===== config.mk =====
export PLATFORM = sky130hd
export DESIGN_NAME = rmda_queue_mem
export DESIGN_NICKNAME = d
export VERILOG_FILES = /design/src/design/rmda_queue_mem.sv
export SDC_FILE = /design/constraint.sdc
export NUM_CORES = 2
export LEC_CHECK = 0
export BUFFER_PORTS_ARGS = -buffer_cell sky130_fd_sc_hd__buf_2
export CORE_MARGIN = 2
export CORE_UTILIZATION = 25
export CTS_CLUSTER_SIZE = 40
export DETAILED_ROUTE_END_ITERATION = 8
export PLACE_DENSITY = 0.35
export SLEW_MARGIN = 0
export SYNTH_ARGS = -nofsm -noshare
export SYNTH_HDL_FRONTEND = slang
export SYNTH_MEMORY_MAX_BITS = 65536
export SYNTH_SLANG_ARGS = --single-unit

===== constraint.sdc =====
create_clock -name i_clk -period 12.05 [get_ports i_clk]
set_input_delay 1.205 -clock i_clk [delete_from_list [all_inputs] [get_ports i_clk]]
set_output_delay 1.205 -clock i_clk [all_outputs]
set_load 0.02 [all_outputs]

===== src/design/rmda_queue_mem.sv =====
module rmda_queue_mem #(
    parameter int AW = 7,
    parameter int DW = 36
) (
    input  logic          i_clk,
    input  logic          i_wr_en,
    input  logic [AW-1:0] i_wr_addr,
    input  logic [DW-1:0] i_wr_data,
    input  logic [AW-1:0] i_rd_addr,
    output logic [DW-1:0] o_rd_data
);

    logic [DW-1:0] r_mem [2**AW];
    logic [DW-1:0] r_rd_data;

    // single write port
    always_ff @(posedge i_clk) begin
        if (i_wr_en) begin
            r_mem[i_wr_addr] <= i_wr_data;
        end
    end

    // registered read port
    always_ff @(posedge i_clk) begin
        r_rd_data <= r_mem[i_rd_addr];
    end

    assign o_rd_data = r_rd_data;

endmodule


== Yosys cells after proc, flatten, opt, wreduce, memory -nomap -nowiden ==
Memories as Yosys holds them, arrays and structs flattened. A register that Yosys moved wholly into a read port is not among the register bits.
Cells that the tools add are included.
W data, S select, Z words.
Storage, ports and cells
  register bits after elaboration: 0
  RAM bits: 4608
  bits of input ports: 52
  word-level logic and storage cells: 3
  memories kept: 1
Cells by class
  multiplexer cells: 2
Memory list
  r_mem: words 128, bits a word 36, read ports 1, clocked after Yosys merged registers in 1, wr ports 1, RTL line 13  | logic [DW-1:0] r_mem [2**AW];
Operators by type and width (number)
  $mux W1: 2

== Depth between registers and ports, before layout ==
  depth after elaboration: 2
  mapped depth: 8
  mapped depth without buffers: 4

== Worst setup path before layout ==
No wires, ideal clock.
  path kind: input-to-reg
  start point: in i_wr_en
  end point: mem r_mem[98][0], enable pin
  data arrival time: 4.251 ns
  required time: 11.576 ns
  slack: 7.325 ns
  stages: 3
  cells stage by stage: clkbuf_1 > nand4_1 > nor3_1
Between the ends
  cells in the longest elaborated chain, start to end: 2
Ends and longest elaborated chain
  start: declaration: RTL line 6  | input logic i_wr_en,
  $mux W1: RTL line 18  | if (i_wr_en) begin
  $mux W1 (not written as such): RTL line 19  | r_mem[i_wr_addr] <= i_wr_data;
  end: declaration: RTL line 13
No other way between the ends.

==> flow_metrics.tcl <==
set metrics [dict create \
    status "finished clean" \
    met3_usage_pct 2.18 \
    synth.area.mux_share_pct 19.6 \
    track_usage_pct 16.7 \
    via_per_inst 4.70 \
    layout_commonest_cell "edfxtp_1" \
    use_met2_pct 28.5 \
    setup_viol_count_final 0 \
    finalCriticalPeriod_ps 4750 \
    leakage_nw 61.7 \
    fp-row-count 307 \
    path_buf_inv 3 \
    yosys.area.top_type "edfxtp_1" \
    post_drt_wl_per_cell_um 35.8 \
    power_mw 35.5 \
    syn2layout_area_growth_pct 17.5 \
    dr_total_vias 79800 \
    worstSetupPathDepth 7 \
    slew_viol_final 0 \
    slew_headroom_pct 3.99 \
    hold_depth 1 \
    max_stage_delay_ps 750 \
    synth_cell_types 16 \
    synth_compound_area_share_pct 0 \
    layout-drive-gt1-share_pct 35.8 \
    final_nets 7321 \
    cts-root-buf "clkbuf_16" \
    synth_top_family_by_area "multiplexers" \
    overflow 0 \
    syn_inst 6715 \
    placed_cells 16000 \
    grt_max_degree 116 \
    worstReg2RegEnd "o_rd_data[9]$_DFF_P_" \
    rsz0062_at_grt "no" \
    hp-class "primary input to register" \
    wirelength_mm 608 \
    cpMaxStageDelayCell "buf_4" \
    p_per_area_nw_per_um2 172 \
    post_layout_nonfiller_instances 17000 \
    crit_chain "buf_12 > buf_12 > buf_4 > mux4_2 > mux4_2 > mux4_2 > mux2_2" \
    clk_latency_ps 1060 \
    setup.worst_path.end "o_rd_data[11]$_DFF_P_" \
    dieArea_um2 709000 \
    path_delay_family "multiplexers" \
    start_util_pct 25.1 \
    cts_resized 0 \
    holdBufCountCts 0 \
    r2r_setup_slack_ps 9280 \
    maxCapViolCount 0 \
    hold_viol 0 \
    synth_seq_area_share_pct 79.2 \
    drc 0 \
    yosys.area.top_type_share_pct 78.8 \
    design_area_um2 207000 \
    grt-busiest-layer "met2" \
    drt_iter0_drc 8780 \
    place_area_um2 190000 \
    grt_pass1_wl_mm 803 \
    tightestPinTransition_ps 1440 \
    synth-seq-cells 4644 \
    clock_skew_ps 56.0 \
    worstSetupStartpoint "i_rd_addr[0]" \
    ir_worst_vdd_uv 157 \
    post_cts_buffers 0 \
    syn_nets 6767 \
    post-route-period-util_pct 39.5 \
    dp_hpwl_mm 337 \
    use_met1_pct 23.1 \
    ff2ff_path_depth 4 \
    cp_common_cell "mux4_2" \
    critPathKind "primary input to register" \
    cts_buffers 543 \
    netlist_area_um2 176000 \
    synthXorXnorAreaFrac_pct 0 \
    ant_nets 0 \
    synth_area_leaders "edfxtp_1 79%, mux4_2 19%, clkbuf_1 0.44%" \
    port_buffers 87 \
    htreeDepth 6 \
    drt_first_pass_iters 6 \
    critPathCaptureType "register" \
    fin_setup_tns_ps 0 \
    fillers 67100 \
    crit_fanout 84 \
    fp.coreArea_um2 699000 \
    cts_sinks 4644 \
    die_y_um 842 \
    ios 88 \
    first_global_vias 83700 \
    synth_fa_ha_area_share_pct 0 \
    cp-start-kind "primary input" \
    yosysWarnings 0 \
    synth_simple_gate_area_share_pct 0.397 \
    die_x_um 842 \
    antenna_found_initial 98 \
    syn_area_per_cell_um2 26.2 \
    clk_pin_slew_ps 60 \
    rr_startpoint "r_mem[37][9]$_DFFE_PP_" \
    clock_tree.buffer_depth 4 \
    fmax_mhz 210 \
    cts_tree "done" \
    worstPathArrival_ps 5680 \
    most-common-layout-cells "4608 x edfxtp_1, 1512 x mux4_2, 554 x clkbuf_16, 292 x buf_4, 150 x clkbuf_1" \
    crit_required_ps 12970 \
    gp_congestion 0.729 \
]
## worst min path at each step
stage,from,to,slack (ps)
floorplan,r_mem[36][0]$_DFFE_PP_,o_rd_data[0]$_DFF_P_,1070
global placement,r_mem[116][10]$_DFFE_PP_,o_rd_data[10]$_DFF_P_,1130
detailed placement,r_mem[55][18]$_DFFE_PP_,o_rd_data[18]$_DFF_P_,1160
CTS,i_wr_data[29],r_mem[95][29]$_DFFE_PP_,320
global route,i_wr_data[29],r_mem[95][29]$_DFFE_PP_,370
finish,i_wr_data[29],r_mem[95][29]$_DFFE_PP_,420
## worst register-to-register path, stage by stage (launching register included)
cell	delay (ps)
edfxtp_1	360
mux4_2	500
mux4_2	710
mux4_2	740
mux2_2	320
## layout make-up
class | instances | area, µm² | area share [%]
antenna | 32 | 80.1 | 0.0388
multi-input combinational | 1718 | 36100 | 17.5
sequential | 4644 | 139000 | 67.4
tap | 9270 | 11600 | 5.62
clock inverter | 241 | 2130 | 1.03
timing repair buffer | 362 | 2910 | 1.41
clock buffer | 715 | 14600 | 7.06
## through the flow
step | hold slack [ps] | util (%) | worst slack (ps)
2_1_floorplan | 1070 | - | 7330
3_3_place_gp | 1130 | 27.1 | 6160
3_5_place_dp | 1160 | 27.1 | 6170
4_1_cts | 316 | 29.5 | 7330
5_1_grt | 372 | 29.5 | 7090
6_report | 422 | 29.5 | 7300
## metal layers
metal  vias to the layer above  part of all wire (%)  wire [µm]
li1                      30900                     -          -
met1                     45900                    44     267000
met2                      2278                    50     301000
met3                       663                   4.6      27900
met4                        16                   2.0      11900
met5                         -                 0.019        115
## cell usage after synthesis, drive strengths merged
cell type,instances
edfxtp,4608
mux2,36
dfxtp,36
nand2,14
nor2,122
mux4,1512
nand2b,2
buf,147
clkbuf,206
nand4,3
nor3,9
nor2b,7
nand3,12
or3,1
## flip-flops by register name, summed over array words and instances (netlist names)
name,flops
o_rd_data,36
r_mem,4608
## logic make-up after synthesis
| group | after synthesis |
|---|---|
| buf+inv | 353 |
| flops | 4644 |
| mux | 1548 |
| simple gates | 170 |
## report_power, final
part           internal [mW]  total, mW  switching (mW)
logic                  0.641       1.84            1.20
clock network           9.11       15.8            6.64
registers               17.8       17.9          0.0804
Note: power is estimated with default switching activity, not from simulation.
