[config.mk]
export PLATFORM = sky130hd
export DESIGN_NAME = rmda_slots
export DESIGN_NICKNAME = d
export VERILOG_FILES = /design/src/design/rmda_pkg.sv /design/src/design/rmda_slots.sv
export SDC_FILE = /design/constraint.sdc
export NUM_CORES = 1
export LEC_CHECK = 0
export BUFFER_PORTS_ARGS = -buffer_cell sky130_fd_sc_hd__buf_2
export CORE_UTILIZATION = 30
export CTS_CLUSTER_SIZE = 25
export DETAILED_ROUTE_END_ITERATION = 16
export GPL_TIMING_DRIVEN = 0
export SLEW_MARGIN = 20
export SYNTH_ARGS = -nofsm -noshare
export SYNTH_HDL_FRONTEND = slang
export SYNTH_SLANG_ARGS = --single-unit
[constraint.sdc]
create_clock -name i_clk -period 5.7 [get_ports i_clk]
set_clock_uncertainty 0.15 [all_clocks]
set_input_delay 0.57 -clock i_clk [delete_from_list [all_inputs] [get_ports i_clk]]
set_output_delay 0.57 -clock i_clk [all_outputs]
set_load 0.05 [all_outputs]
[src/design/rmda_pkg.sv]
package rmda_pkg;

    // default build-time sizes
    localparam int DEF_NODES         = 8;
    localparam int DEF_QUEUE_DEPTH   = 16;
    localparam int DEF_PAYLOAD_WIDTH = 32;

    // width of live-node counts and node counters (covers up to 64 nodes)
    localparam int LIVE_W = 7;
    // width of a node index carried in the slot command
    localparam int IDX_W  = 6;

    // register map
    localparam logic       REG_ACTIVE_NODES   = 1'b0;
    localparam logic [3:0] ACTIVE_NODES_RESET = 4'd8;

    // request kinds on the input tuser
    localparam logic REQ_SEND = 1'b0;
    localparam logic REQ_TICK = 1'b1;

    // result kinds on the output tuser
    localparam logic KIND_STATUS = 1'b0;
    localparam logic KIND_REPORT = 1'b1;

    // send status codes
    localparam logic [1:0] STATUS_OK   = 2'd0;
    localparam logic [1:0] STATUS_FULL = 2'd1;
    localparam logic [1:0] STATUS_BAD  = 2'd2;

    // destination code for broadcast (-1 in four bits)
    localparam logic [3:0] DEST_BCAST = 4'hF;

    // operations on the receive slot file
    typedef enum logic [1:0] {
        SOP_NONE,
        SOP_CLEAR,
        SOP_BCAST,
        SOP_UCAST
    } t_slot_op;

    // slot file command: idx is the receiver (unicast) or the excluded sender (broadcast)
    typedef struct packed {
        t_slot_op            op;
        logic [IDX_W-1:0]    idx;
        logic [LIVE_W-1:0]   lim;
        logic [2:0]          src;
    } t_slot_cmd;

endpackage

[src/design/rmda_slots.sv]
module rmda_slots #(
    parameter int NODES         = rmda_pkg::DEF_NODES,
    parameter int PAYLOAD_WIDTH = rmda_pkg::DEF_PAYLOAD_WIDTH
) (
    input  logic                      i_clk,
    input  logic                      i_rst_n,
    input  rmda_pkg::t_slot_cmd       i_cmd,
    input  logic [PAYLOAD_WIDTH-1:0]  i_data,
    input  logic [$clog2(NODES)-1:0]  i_rd_idx,
    output logic                      o_rd_taken,
    output logic [2:0]                o_rd_src,
    output logic [PAYLOAD_WIDTH-1:0]  o_rd_data
);

    localparam int NW = $clog2(NODES);

    logic [NODES-1:0]         r_taken;
    logic [2:0]               r_src  [NODES];
    logic [PAYLOAD_WIDTH-1:0] r_data [NODES];

    logic [NW-1:0] w_idx;
    logic [NODES-1:0] w_bcast_hit;

    assign w_idx = i_cmd.idx[NW-1:0];

    // slots a broadcast fills: live, not the sender, still free
    always_comb begin
        for (int k = 0; k < NODES; k++) begin
            w_bcast_hit[k] = (rmda_pkg::LIVE_W'(k) < i_cmd.lim)
                             && (NW'(k) != w_idx) && !r_taken[k];
        end
    end

    // occupancy flags
    always_ff @(posedge i_clk) begin
        if (!i_rst_n) begin
            r_taken <= '0;
        end else begin
            case (i_cmd.op)
                rmda_pkg::SOP_CLEAR: r_taken <= '0;
                rmda_pkg::SOP_BCAST: r_taken <= r_taken | w_bcast_hit;
                rmda_pkg::SOP_UCAST: r_taken[w_idx] <= 1'b1;
                default: ;
            endcase
        end
    end

    // slot contents
    always_ff @(posedge i_clk) begin
        case (i_cmd.op)
            rmda_pkg::SOP_BCAST: begin
                for (int k = 0; k < NODES; k++) begin
                    if (w_bcast_hit[k]) begin
                        r_src[k]  <= i_cmd.src;
                        r_data[k] <= i_data;
                    end
                end
            end
            rmda_pkg::SOP_UCAST: begin
                r_src[w_idx]  <= i_cmd.src;
                r_data[w_idx] <= i_data;
            end
            default: ;
        endcase
    end

    // read port
    assign o_rd_taken = r_taken[i_rd_idx];
    assign o_rd_src   = r_src[i_rd_idx];
    assign o_rd_data  = r_data[i_rd_idx];

    // a clear leaves every slot free
    a_clear_empties: assert property (@(posedge i_clk) disable iff (!i_rst_n)
        i_cmd.op == rmda_pkg::SOP_CLEAR |=> r_taken == '0)
        else $error("slot file not empty after clear");

endmodule

# Word-level counts from Yosys, hierarchy flattened

Memories as Yosys holds them, arrays and structs flattened.
Cells that the tools add are included.

$lt $le $gt $ge: 11
Equality and inequality tests: 10
Multiplexer cells: 37
Bitwise operators: 2
Reduce and logical (&&, ||, !) cells: 29

Operators with widths:

| kind                                                                                 | number |
|---|---|
| 32-bit 2-to-1 mux                                                                    | 1 |
| 32-bit OR reduction                                                                  | 1 |
| 1-bit 2-to-1 mux                                                                     | 30 |
| 3-bit by 7-bit < comparator with 1-bit output (first input constant)                 | 4 |
| 8-bit case mux with 3 select lines                                                   | 1 |
| 1-bit logical AND                                                                    | 17 |
| 8-bit OR                                                                             | 2 |
| 1-bit by 7-bit < comparator with 1-bit output (first input constant)                 | 2 |
| 2-bit by 7-bit < comparator with 1-bit output (first input constant)                 | 2 |
| 3-bit != test (first input constant)                                                 | 4 |
| 3-bit 2-to-1 mux                                                                     | 3 |
| 1-bit zero test                                                                      | 8 |
| 3-bit by 4-bit < comparator with 1-bit output (second input constant)                | 2 |
| 2-bit by 3-bit != test with 1-bit output (first input constant)                      | 2 |
| 3-bit nonzero test                                                                   | 2 |
| 2-bit == test (second input constant)                                                | 2 |
| 1-bit binary-select mux with 3-bit select                                            | 1 |
| 1-bit demux with 3-bit select                                                        | 1 |
| 3-bit by 1-bit greater-or-equal comparator with 1-bit output (second input constant) | 1 |
| 1-bit by 3-bit != test with 1-bit output (first input constant)                      | 1 |
| 3-bit OR reduction                                                                   | 1 |
| 2-bit by 1-bit == test with 1-bit output (second input constant)                     | 1 |

Flip-flop bits (word level): 8
Memory bits (writable): 280
Bits of input ports: 55
Output and inout port bits: 36
Word-level logic and storage cells: 92
Memories kept: 2

Memories:

| name   | words | bits a word | rd ports | clocked after memory_dff | write ports | RTL line         | text |
|---|---|---|---|---|---|---|---|
| r_data | 8     | 32          | 1        | 0                        | 8           | rmda_slots.sv:19 | `logic [PAYLOAD_WIDTH-1:0] r_data [NODES];` |
| r_src  | 8     | 3           | 1        | 0                        | 8           | rmda_slots.sv:18 | `logic [2:0] r_src [NODES];` |

# Longest topological paths before layout

Gate-level depths: netlist of the first run.

Depth in word-level cells: 7
Gate-level depth with buffers: 5
Mapped depth without buffers: 4

# Worst setup path before layout of the first run

No wires, ideal clock.

Path type: input-to-reg
Start: input i_cmd[10] in the netlist's numbering
End: memory r_data[1][0] in the netlist's numbering (enable)
Library setup time: 0.391 ns
Arrival time: 2.154 ns
Required time: 5.159 ns
Setup slack: 3.006 ns
Stages: 4
Buffers on the path: 1
Path through: clkbuf_1 nor3b_1 a2111oi_0 a21o_1

RTL lines:

| element            | RTL line         | text |
|---|---|---|
| start: declaration | rmda_slots.sv:7  | `input rmda_pkg::t_slot_cmd i_cmd,` |
| end: declaration   | rmda_slots.sv:19 |  |

# Final worst setup path of the first run

Start: input i_rd_idx[1]
End: output o_rd_data[7]

Cells in the longest elaborated chain, start to end: 1

RTL lines:

| element            | RTL line         | text |
|---|---|---|
| start: declaration | rmda_slots.sv:9  | `input logic [$clog2(NODES)-1:0] i_rd_idx,` |
| memory 8 x 32 bit  | --               |  |
| end: declaration   | rmda_slots.sv:12 | `output logic [PAYLOAD_WIDTH-1:0] o_rd_data` |

No other way between the ends.

==> results.py, run 1 <==
metrics = {
    "status": {
        "run_status": "completed",
    },
    "die": {
        "core_area_um2": 37500,
        "die_area_um2": 38800,
        "die_height_um": 197,
        "die-width_um": 197,
        "floorplan.rows": 71,
        "initial_core_util_pct": 30.4,
        "num_io_pins": 91,
    },
    "setup_path": {
        "cp-start-kind": "primary input",
        "required_ns": 4.98,
        "critical-path-slowest-cell": "sky130_fd_sc_hd__buf_1",
        "critical_path_class": "primary input to primary output",
        "timing.critical_path.max_delay_family": "buffers and inverters",
        "critical_path.cell_chain": "buf_2 -> buf_1 -> mux4_1 -> mux2_2 -> buf_2",
        "setup.worst_path.end_class": "primary output",
        "crit_path_max_incr_delay_ns": 0.63,
        "critical-path-top-cell-by-count": "sky130_fd_sc_hd__buf_2",
        "worstPathMaxFanout": 10,
        "critPathArrivalTime_ns": 2.42,
        "critPathBufInv": 3,
    },
    "grt": {
        "track_usage_pct": 12.2,
        "wire_length_of_the_first_global_routing_pass_um": 34700,
        "grt_antenna_before_repair": 2,
        "first_global_vias": 5394,
        "grt_start_max_net_pins": 37,
        "gr-total-overflow": 0,
    },
    "logic_synthesis": {
        "synth_top_cell_by_area": "sky130_fd_sc_hd__edfxtp_1",
        "post-synth-top-area-fraction_pct": 73.8,
        "syn_area_per_cell_um2": 23.7,
        "yosys_warnings": 0,
        "synthDistinctLibCells": 35,
        "ys_seq_elements": 288,
        "mappedNetlistArea_um2": 11400,
        "syn_nets": 535,
        "synth.top_cells.by_area": "sky130_fd_sc_hd__edfxtp_1 (74%), sky130_fd_sc_hd__mux4_1 (16%), sky130_fd_sc_hd__mux2_2 (3.6%)",
        "synthesis.instances": 480,
        "share_of_synthesized_area_occupied_by_flip_flops_and_latches_pct": 75.2,
    },
    "route": {
        "top_layer_reached_by_signal_wires": "met5",
        "met3_wirelength_um": 1100,
        "detailroute.via_count": 5244,
        "drc_errors": 0,
        "viasPerCell": 4.67,
        "route.detailed.wl_per_inst_um": 21.5,
        "drt_pass1_iterations": 4,
        "detail_route.iter0.violations": 480,
        "route.final.wire_length_um": 24200,
        "antenna_left": 0,
        "wl_met2_um": 11600,
        "m1WireLength_um": 11200,
    },
    "power_and_ir_drop": {
        "share_comb_of_total_power_pct": 9.8,
        "vdd_ir_drop_max_v": 0.000206,
        "leakage_nw": 4.58,
        "switching_share_pct": 22.5,
        "power_density_nw_per_um2": 356,
        "net_switching_power_mw": 1.08,
        "seqPwrFrac_pct": 51.9,
        "clock_share_of_power_pct": 38.3,
        "p_int_mw": 3.71,
    },
    "cts": {
        "cts-root-to-sink-buffers": 3,
        "cts_buffers": 28,
        "postCtsSetupBuffers": 0,
        "number_of_gates_resized_after_cts": 0,
        "clock_tree.root_cell": "sky130_fd_sc_hd__clkbuf_16",
        "cts_tree": "built",
        "clkTransAtPathRegs_ns": 0.06,
        "h-tree-depth": 1,
        "worst_skew_pair.late_latency_ns": 0.52,
        "hold_bufs_at_cts": 0,
        "clock_sink_count": 288,
    },
    "sta": {
        "fin_tns_setup_ns": 0,
        "timing.fmax_ghz": 0.319,
        "rsz0062_at_grt": "false",
        "final_min_period_over_clock_period_pct": 55.0,
        "slew_headroom_pct": 42.7,
        "finalHoldViolCount": 0,
        "finalSetupViolCount": 0,
        "fin_worst_hold_slack_ns": 0.168,
        "tightestPinTransition_ns": 0.837,
        "slew_violations": 0,
        "final_period_minus_worst_setup_slack_ns": 3.14,
    },
    "layout": {
        "finalInstanceArea_um2": 13400,
        "post_layout_nonfiller_instances": 1124,
        "commonest_non_fill_non_tap_cell_in_the_layout": "sky130_fd_sc_hd__edfxtp_1",
        "area_growth_from_synthesis_to_layout_pct": 17.9,
        "finalNetCount": 647,
        "layout_common_cells": "sky130_fd_sc_hd__edfxtp_1 (280), sky130_fd_sc_hd__buf_2 (85), sky130_fd_sc_hd__mux4_1 (71)",
        "final_layout_size_suffix_gt1_share_pct": 29.8,
        "n_fill_cell": 3514,
    },
    "flow_run": {
        "max_cap_viol_count": 0,
    },
    "placed_design": {
        "detailed_place.area_um2": 12500,
        "place.port_buffers": 82,
        "globalplace.congestion": 0.749,
        "placed_cells_incl_taps": 1073,
        "detailed_place_hpwl_um": 13700,
    },
    "worst_hold_path": {
        "hp-class": "primary input to flop",
    },
}
[cells in the mapped netlist]
master                      count
sky130_fd_sc_hd__nor3b_1        2
sky130_fd_sc_hd__nor4_2         1
sky130_fd_sc_hd__buf_6          8
sky130_fd_sc_hd__a2111o_1       1
sky130_fd_sc_hd__a211oi_1       2
sky130_fd_sc_hd__mux4_1        71
sky130_fd_sc_hd__a31oi_1        3
sky130_fd_sc_hd__a31o_2         1
sky130_fd_sc_hd__nor2b_1        3
sky130_fd_sc_hd__a221oi_1       2
sky130_fd_sc_hd__and2_1         2
sky130_fd_sc_hd__nor4_1         2
sky130_fd_sc_hd__nand2b_1       2
sky130_fd_sc_hd__nor2_1         5
sky130_fd_sc_hd__a2111oi_0      3
sky130_fd_sc_hd__and3_1         1
sky130_fd_sc_hd__and3b_1        1
sky130_fd_sc_hd__nand2_1       10
sky130_fd_sc_hd__mux4_2         1
sky130_fd_sc_hd__a311oi_1       1
sky130_fd_sc_hd__a21o_1         3
sky130_fd_sc_hd__a22o_1         3
sky130_fd_sc_hd__or4_1          1
sky130_fd_sc_hd__and4_1         1
sky130_fd_sc_hd__o21a_1         3
sky130_fd_sc_hd__clkbuf_1       7
sky130_fd_sc_hd__buf_1          6
sky130_fd_sc_hd__edfxtp_1     280
sky130_fd_sc_hd__a21oi_1        2
sky130_fd_sc_hd__o21ai_0        3
sky130_fd_sc_hd__nor3_1         1
sky130_fd_sc_hd__buf_2          3
sky130_fd_sc_hd__mux2_2        36
sky130_fd_sc_hd__inv_1          1
sky130_fd_sc_hd__dfxtp_1        8
[power groups by stage]
stage / Clock [mW] / Sequential [mW] / Combinational, mW
after floorplan: 0 / 2.52 / 0.314
after CTS: 1.87 / 2.48 / 0.483
final: 1.83 / 2.48 / 0.470
after detailed placement: 0 / 2.53 / 0.482
after global routing: 1.95 / 2.49 / 0.500
after global placement: 0 / 2.53 / 0.472
[stage by stage]
stage | worst slack (ns) | utilization [%] | power, mW
final | 2.56 | 35.8 | 4.78
after global routing | 2.47 | 35.8 | 4.94
after CTS | 2.52 | 35.8 | 4.84
after detailed placement | 2.53 | 33.4 | 3.01
after global placement | 1.84 | 33.2 | 3.00
after floorplan | 3.01 | - | 2.83
[worst reg2reg max path: cells and delay by family (launching register included)]
| kind | cells | cell delay, ns |
|---|---|---|
| flops | 1 | 0.33 |
| compound gates | 2 | 1.32 |
[final timing paths]
path	start	endpoint	slack, ns	cells after the start
max	i_rd_idx[1]	o_rd_data[7]	2.56	5
min	i_data[26]	r_data[2][26]	0.17	1
max reg2reg	r_taken[4]	r_data[4][8]	3.51	2
min reg2reg	r_taken[7]	r_taken[7]	0.33	2
[final cells by class]
cell class	count	area, µm²	share of cell area [%]
sequential	288	8570	63.8
inverter	1	3.75	0.0279
multi-input combinational	167	2740	20.4
timing repair buffer	82	410	3.05
clock buffer	36	782	5.82
tap	511	639	4.76
clock inverter	12	136	1.01
antenna	3	7.51	0.0559
buffer	24	154	1.15
[layer usage]
layer	vias to the layer above	global-route usage, %
li1	2343	-
met1	2736	17.1
met2	131	19.8
met3	32	2.07
met4	2	2.84
met5	-	0
[kinds of logic (layout without fill, tap and decap cells)]
family                 Yosys count  in the layout  synth area share, %
other                            0              3                    0
AND/OR/NAND/NOR                 32             32                 1.55
flip-flops                     288            288                 75.2
AO/OA/AOI/OAI                   27             27                 1.78
buffers and inverters           25            155                 1.38
multiplexers                   108            108                 20.1
[flip-flops by register name, summed over array words and instances, names as in the netlist]
signal / count
r_src: 24
r_taken: 8
r_data: 256
(Power assumes the default switching activity.)
==> inputs of run 2 (changes only) <==
Clock period 5.7 ns to 2.79 ns, I/O delays scaled along.
==> run 2 against run 1 <==
Worst hold slack got worse by 0.027 ns. Critical path depth unchanged. Highest routed layer is now met4. First-iteration DRC count increased by 11%. Cell area increased by 2.7%. Largest power group unchanged. Flip-flop and latch count unchanged. Non-clock buffer count increased by 37. Clock power increased by 100%. Largest cell class unchanged. Core utilization increased by 0.97 points. Via count increased by 2.7%. Power increased by 110%. Critical path type unchanged. Final cell count increased by 3.0%.
==> results.py, run 2 (synthesis results as in run 1) <==
metrics = {
    "status": {
        "run_status": "completed",
    },
    "sta": {
        "slew_violations": 0,
        "finalSetupViolCount": 0,
        "final_min_period_over_clock_period_pct": 91.6,
        "finalHoldViolCount": 0,
        "slew_headroom_pct": 40.7,
        "fin_tns_setup_ns": 0,
        "final_period_minus_worst_setup_slack_ns": 2.56,
        "timing.fmax_ghz": 0.391,
        "rsz0062_at_grt": "false",
        "tightestPinTransition_ns": 0.867,
    },
    "power_and_ir_drop": {
        "vdd_ir_drop_max_v": 0.000420,
        "clock_share_of_power_pct": 38.2,
        "power_density_nw_per_um2": 712,
        "leakage_nw": 4.74,
        "totalPowerFinal_mw": 9.83,
        "p_int_mw": 7.61,
        "seqPwrFrac_pct": 51.6,
        "net_switching_power_mw": 2.22,
        "share_comb_of_total_power_pct": 10.2,
        "switching_share_pct": 22.6,
    },
    "route": {
        "drt_pass1_iterations": 4,
        "antenna_left": 0,
        "viasPerCell": 4.65,
        "detail_route.iter0.violations": 532,
        "detailroute.via_count": 5388,
        "drc_errors": 0,
        "route.final.wire_length_um": 24200,
        "route.detailed.wl_per_inst_um": 20.9,
    },
    "placed_design": {
        "placed_cells_incl_taps": 1073,
        "place.port_buffers": 82,
        "detailed_place_hpwl_um": 13700,
        "globalplace.congestion": 0.749,
    },
    "flow_run": {
        "max_cap_viol_count": 0,
    },
    "layout": {
        "area_growth_from_synthesis_to_layout_pct": 21.1,
        "finalNetCount": 684,
        "ff_latch_area_um2": 8570,
        "commonest_non_fill_non_tap_cell_in_the_layout": "sky130_fd_sc_hd__edfxtp_1",
        "layout_common_cells": "sky130_fd_sc_hd__edfxtp_1 (280), sky130_fd_sc_hd__buf_2 (85), sky130_fd_sc_hd__mux4_1 (71)",
        "post_layout_nonfiller_instances": 1158,
        "top_flop_regs": "r_data (256), r_src (24), r_taken (8)",
        "final_core_util_pct": 36.8,
        "largest_reg_flops": 256,
        "area_occupied_by_multi_input_gates_um2": 2740,
        "final_layout_size_suffix_gt1_share_pct": 28.1,
        "max_flop_register": "r_data",
        "n_fill_cell": 3501,
        "antennaDiodeCount": 0,
    },
    "die": {
        "core_area_um2": 37500,
        "initial_core_util_pct": 30.4,
        "num_io_pins": 91,
        "die_area_um2": 38800,
        "die-width_um": 197,
        "die_height_um": 197,
        "floorplan.rows": 71,
    },
    "setup_path": {
        "worstPathMaxFanout": 10,
        "required_ns": 2.36,
        "cp-start-kind": "primary input",
        "critPathArrivalTime_ns": 2.13,
        "reg2reg_setup_slack_ns": 0.58,
        "critical_path_class": "primary input to primary output",
        "setup.worst_path.end_class": "primary output",
    },
    "cts": {
        "cts_tree": "built",
        "clock_sink_count": 288,
        "cts_buffers": 28,
        "cts-root-to-sink-buffers": 3,
        "clkTransAtPathRegs_ns": 0.06,
        "number_of_gates_resized_after_cts": 0,
        "clock_tree.root_cell": "sky130_fd_sc_hd__clkbuf_16",
        "worst_skew_pair.late_latency_ns": 0.52,
        "h-tree-depth": 1,
    },
    "worst_hold_path": {
        "hp-class": "primary input to flop",
    },
    "grt": {
        "grt_start_max_net_pins": 37,
        "wire_length_of_the_first_global_routing_pass_um": 35300,
        "first_global_vias": 5605,
        "grt_antenna_before_repair": 0,
        "gr-total-overflow": 0,
        "track_usage_pct": 12.3,
    },
}
run 2: cell types whose count changed in the layout (fill, tap and decap cells not counted):
cell                            before  now
sky130_fd_sc_hd__dlygate4sd3_1       0   37
sky130_fd_sc_hd__diode_2             3    0
run 2: final cells by class:
type | count | area share [%]
sequential | 288 | 62.1
timing repair buffer | 119 | 5.66
inverter | 1 | 0.0272
buffer | 24 | 1.12
clock buffer | 36 | 5.67
tap | 511 | 4.63
multi-input combinational | 167 | 19.8
clock inverter | 12 | 0.988
run 2: through the flow:
stage | worst slack [ns] | hold WS, ns | area, µm²
after global placement | -0.774 | 0.329 | 12400
after global routing | 0.138 | 0.116 | 13800
final | 0.235 | 0.140 | 13800
after floorplan | 0.387 | 0.228 | 11400
after detailed placement | 0.198 | 0.324 | 12500
after CTS | 0.188 | 0.0900 | 13800
run 2: per-layer routing:
metal	share of wire (%)	wire length (µm)	vias up	global-route usage [%]
met1	47	11300	2813	17.3
met2	48	11600	130	20.2
li1	-	-	2417	-
met3	4.0	960	28	1.78
met4	1.4	329	0	2.84
met5	0	0	-	0
run 2: final timing paths:
path               startpoint            end  cells past startpoint
setup / recovery  i_rd_idx[1]   o_rd_data[7]                      5
hold / removal       i_cmd[5]     r_taken[3]                      3
setup reg to reg   r_taken[1]  r_data[1][14]                      2
hold reg to reg    r_taken[7]     r_taken[7]                      2
run 2: what timing repair did:
item                      in CTS  in global routing
hold buffers                  37                  0
hold endpoints to repair     288                  0
buffers inserted               0                  0
run 2: power by group through the flow:
stage	clock network [mW]	registers, mW	logic [mW]
after detailed placement	0	5.17	0.984
after CTS	3.82	5.07	1.03
after global placement	0	5.17	0.964
final	3.75	5.07	1.00
after global routing	3.98	5.09	1.07
after floorplan	0	5.15	0.641
run 2: critical path, stage by stage:
cell                     delay (ns)
sky130_fd_sc_hd__buf_2         0.28
sky130_fd_sc_hd__buf_1         0.63
sky130_fd_sc_hd__mux4_1        0.40
sky130_fd_sc_hd__mux2_2        0.31
sky130_fd_sc_hd__buf_2         0.22
==> inputs of run 3 (changes only) <==
==> constraint.sdc (replaced) <==
create_clock -name i_clk -period 2.79 [get_ports i_clk]
set_clock_uncertainty 0.15 [all_clocks]
set_input_delay 0.1395 -clock i_clk [delete_from_list [all_inputs] [get_ports i_clk]]
set_output_delay 0.1395 -clock i_clk [all_outputs]
set_load 0.05 [all_outputs]
==> run 3 against run 2 <==
Final cell count rose by 0.17%. Global-route usage about the same. Worst hold slack got worse by 0.051 ns. Wire length fell by 0.12%. Count of clock-buffer cells in the layout did not move. First-iteration DRC count fell by 1.7%. Sequential power is essentially flat. Power is essentially flat.
==> results.py, run 3 (synthesis results as in run 1) <==
metrics = {
    "die": {
        "floorplan.rows": 71,
        "initial_core_util_pct": 30.4,
        "die-width_um": 197,
        "core_area_um2": 37500,
        "num_io_pins": 91,
        "die_area_um2": 38800,
        "die_height_um": 197,
    },
    "grt": {
        "grt_antenna_before_repair": 0,
        "grt_start_max_net_pins": 37,
        "wire_length_of_the_first_global_routing_pass_um": 35300,
        "gr-total-overflow": 0,
        "track_usage_pct": 12.3,
        "first_global_vias": 5606,
    },
    "setup_path": {
        "worstPathMaxFanout": 35,
        "critical_path.cell_chain": "dlygate4sd3_1 -> buf_2 -> nand2b_1 -> a2111oi_0 -> a21o_4",
        "critPathArrivalTime_ns": 2.38,
        "setup.worst_path.end_class": "flop",
        "required_ns": 2.79,
        "critical-path-slowest-cell": "sky130_fd_sc_hd__a2111oi_0",
        "crit_path_max_incr_delay_ns": 0.72,
        "critical_path_class": "primary input to flop",
        "worstRegToRegCells": 2,
        "cp-start-kind": "primary input",
    },
    "layout": {
        "area_growth_from_synthesis_to_layout_pct": 21.3,
        "top_flop_regs": "r_data (256), r_src (24), r_taken (8)",
        "final_layout_size_suffix_gt1_share_pct": 28.0,
        "finalNetCount": 686,
        "area_occupied_by_multi_input_gates_um2": 2740,
        "ff_latch_area_um2": 8570,
        "final_core_util_pct": 36.9,
        "post_layout_nonfiller_instances": 1160,
        "max_flop_register": "r_data",
        "largest_reg_flops": 256,
        "n_fill_cell": 3500,
        "commonest_non_fill_non_tap_cell_in_the_layout": "sky130_fd_sc_hd__edfxtp_1",
        "layout_common_cells": "sky130_fd_sc_hd__edfxtp_1 (280), sky130_fd_sc_hd__buf_2 (85), sky130_fd_sc_hd__mux4_1 (71)",
        "antennaDiodeCount": 0,
    },
    "route": {
        "drc_errors": 0,
        "antenna_left": 0,
        "route.final.wire_length_um": 24200,
        "detailroute.via_count": 5346,
        "detail_route.iter0.violations": 523,
        "viasPerCell": 4.61,
        "route.detailed.wl_per_inst_um": 20.8,
        "drt_pass1_iterations": 4,
    },
    "cts": {
        "cts-root-to-sink-buffers": 3,
        "cts_buffers": 28,
        "clkTransAtPathRegs_ns": 0.06,
        "clock_sink_count": 288,
        "cts_tree": "built",
        "number_of_gates_resized_after_cts": 0,
        "clock_tree.root_cell": "sky130_fd_sc_hd__clkbuf_16",
        "postCtsSetupBuffers": 0,
        "hold_bufs_at_cts": 39,
        "worst_skew_pair.late_latency_ns": 0.52,
        "h-tree-depth": 1,
    },
    "sta": {
        "slew_violations": 0,
        "final_period_minus_worst_setup_slack_ns": 2.38,
        "finalSetupViolCount": 0,
        "finalHoldViolCount": 0,
        "fin_worst_hold_slack_ns": 0.0892,
        "rsz0062_at_grt": "false",
        "fin_tns_setup_ns": 0,
        "slew_headroom_pct": 41.1,
        "final_min_period_over_clock_period_pct": 85.1,
        "tightestPinTransition_ns": 0.861,
        "timing.fmax_ghz": 0.421,
    },
    "status": {
        "run_status": "completed",
    },
    "power_and_ir_drop": {
        "power_density_nw_per_um2": 711,
        "totalPowerFinal_mw": 9.83,
        "leakage_nw": 4.74,
        "vdd_ir_drop_max_v": 0.000420,
    },
    "placed_design": {
        "detailed_place_hpwl_um": 13700,
        "placed_cells_incl_taps": 1073,
        "globalplace.congestion": 0.749,
        "place.port_buffers": 82,
    },
    "flow_run": {
        "max_cap_viol_count": 0,
    },
    "worst_hold_path": {
        "hp-class": "primary input to flop",
        "hold_crit_depth": 4,
    },
}
## run 3: stage by stage
stage               setup WS (ns)  instance area (µm²)
CTS                         0.421                13800
finish                      0.415                13800
floorplan                   0.526                11400
global route                0.341                13800
global placement           -0.635                12400
detailed placement          0.352                12500
## run 3: layout make-up
class	count	share of cell area, %
Clock buffer	36	5.66
Timing Repair Buffer	121	5.79
Inverter	1	0.0272
Multi-Input combinational cell	167	19.8
Buffer	24	1.11
Sequential cell	288	62.0
Tap cell	511	4.63
Clock inverter	12	0.987
## run 3: per-layer routing
metal  wire length, µm  global-route usage (%)  part of all wire (%)
met1             11200                    17.3                    47
met2             11600                    20.2                    48
met3               978                    1.76                   4.0
met4               329                    2.84                   1.4
met5                 0                       0                     0
## run 3: power breakdown
group / switching, mW / internal, mW / leakage [nW]
Clock: 1.51 / 2.24 / 0.455
Sequential: 0.0478 / 5.02 / 2.67
Combinational: 0.658 / 0.347 / 1.62
## run 3: path summary, 6_finish.rpt
path	slack, ns	endpoint	startpoint
worst min register to register	0.34	r_taken[7]	r_taken[7]
worst max register to register	0.59	r_data[1][14]	r_taken[1]
worst max-delay path	0.41	r_data[1][14]	i_cmd[16]
worst min-delay path	0.09	r_taken[3]	i_cmd[6]
## run 3: critical path: cells and delay by family
kind	cells	cell delay [ns]
simple gates	1	0.24
buf+inv	2	0.68
compound gates	2	1.30
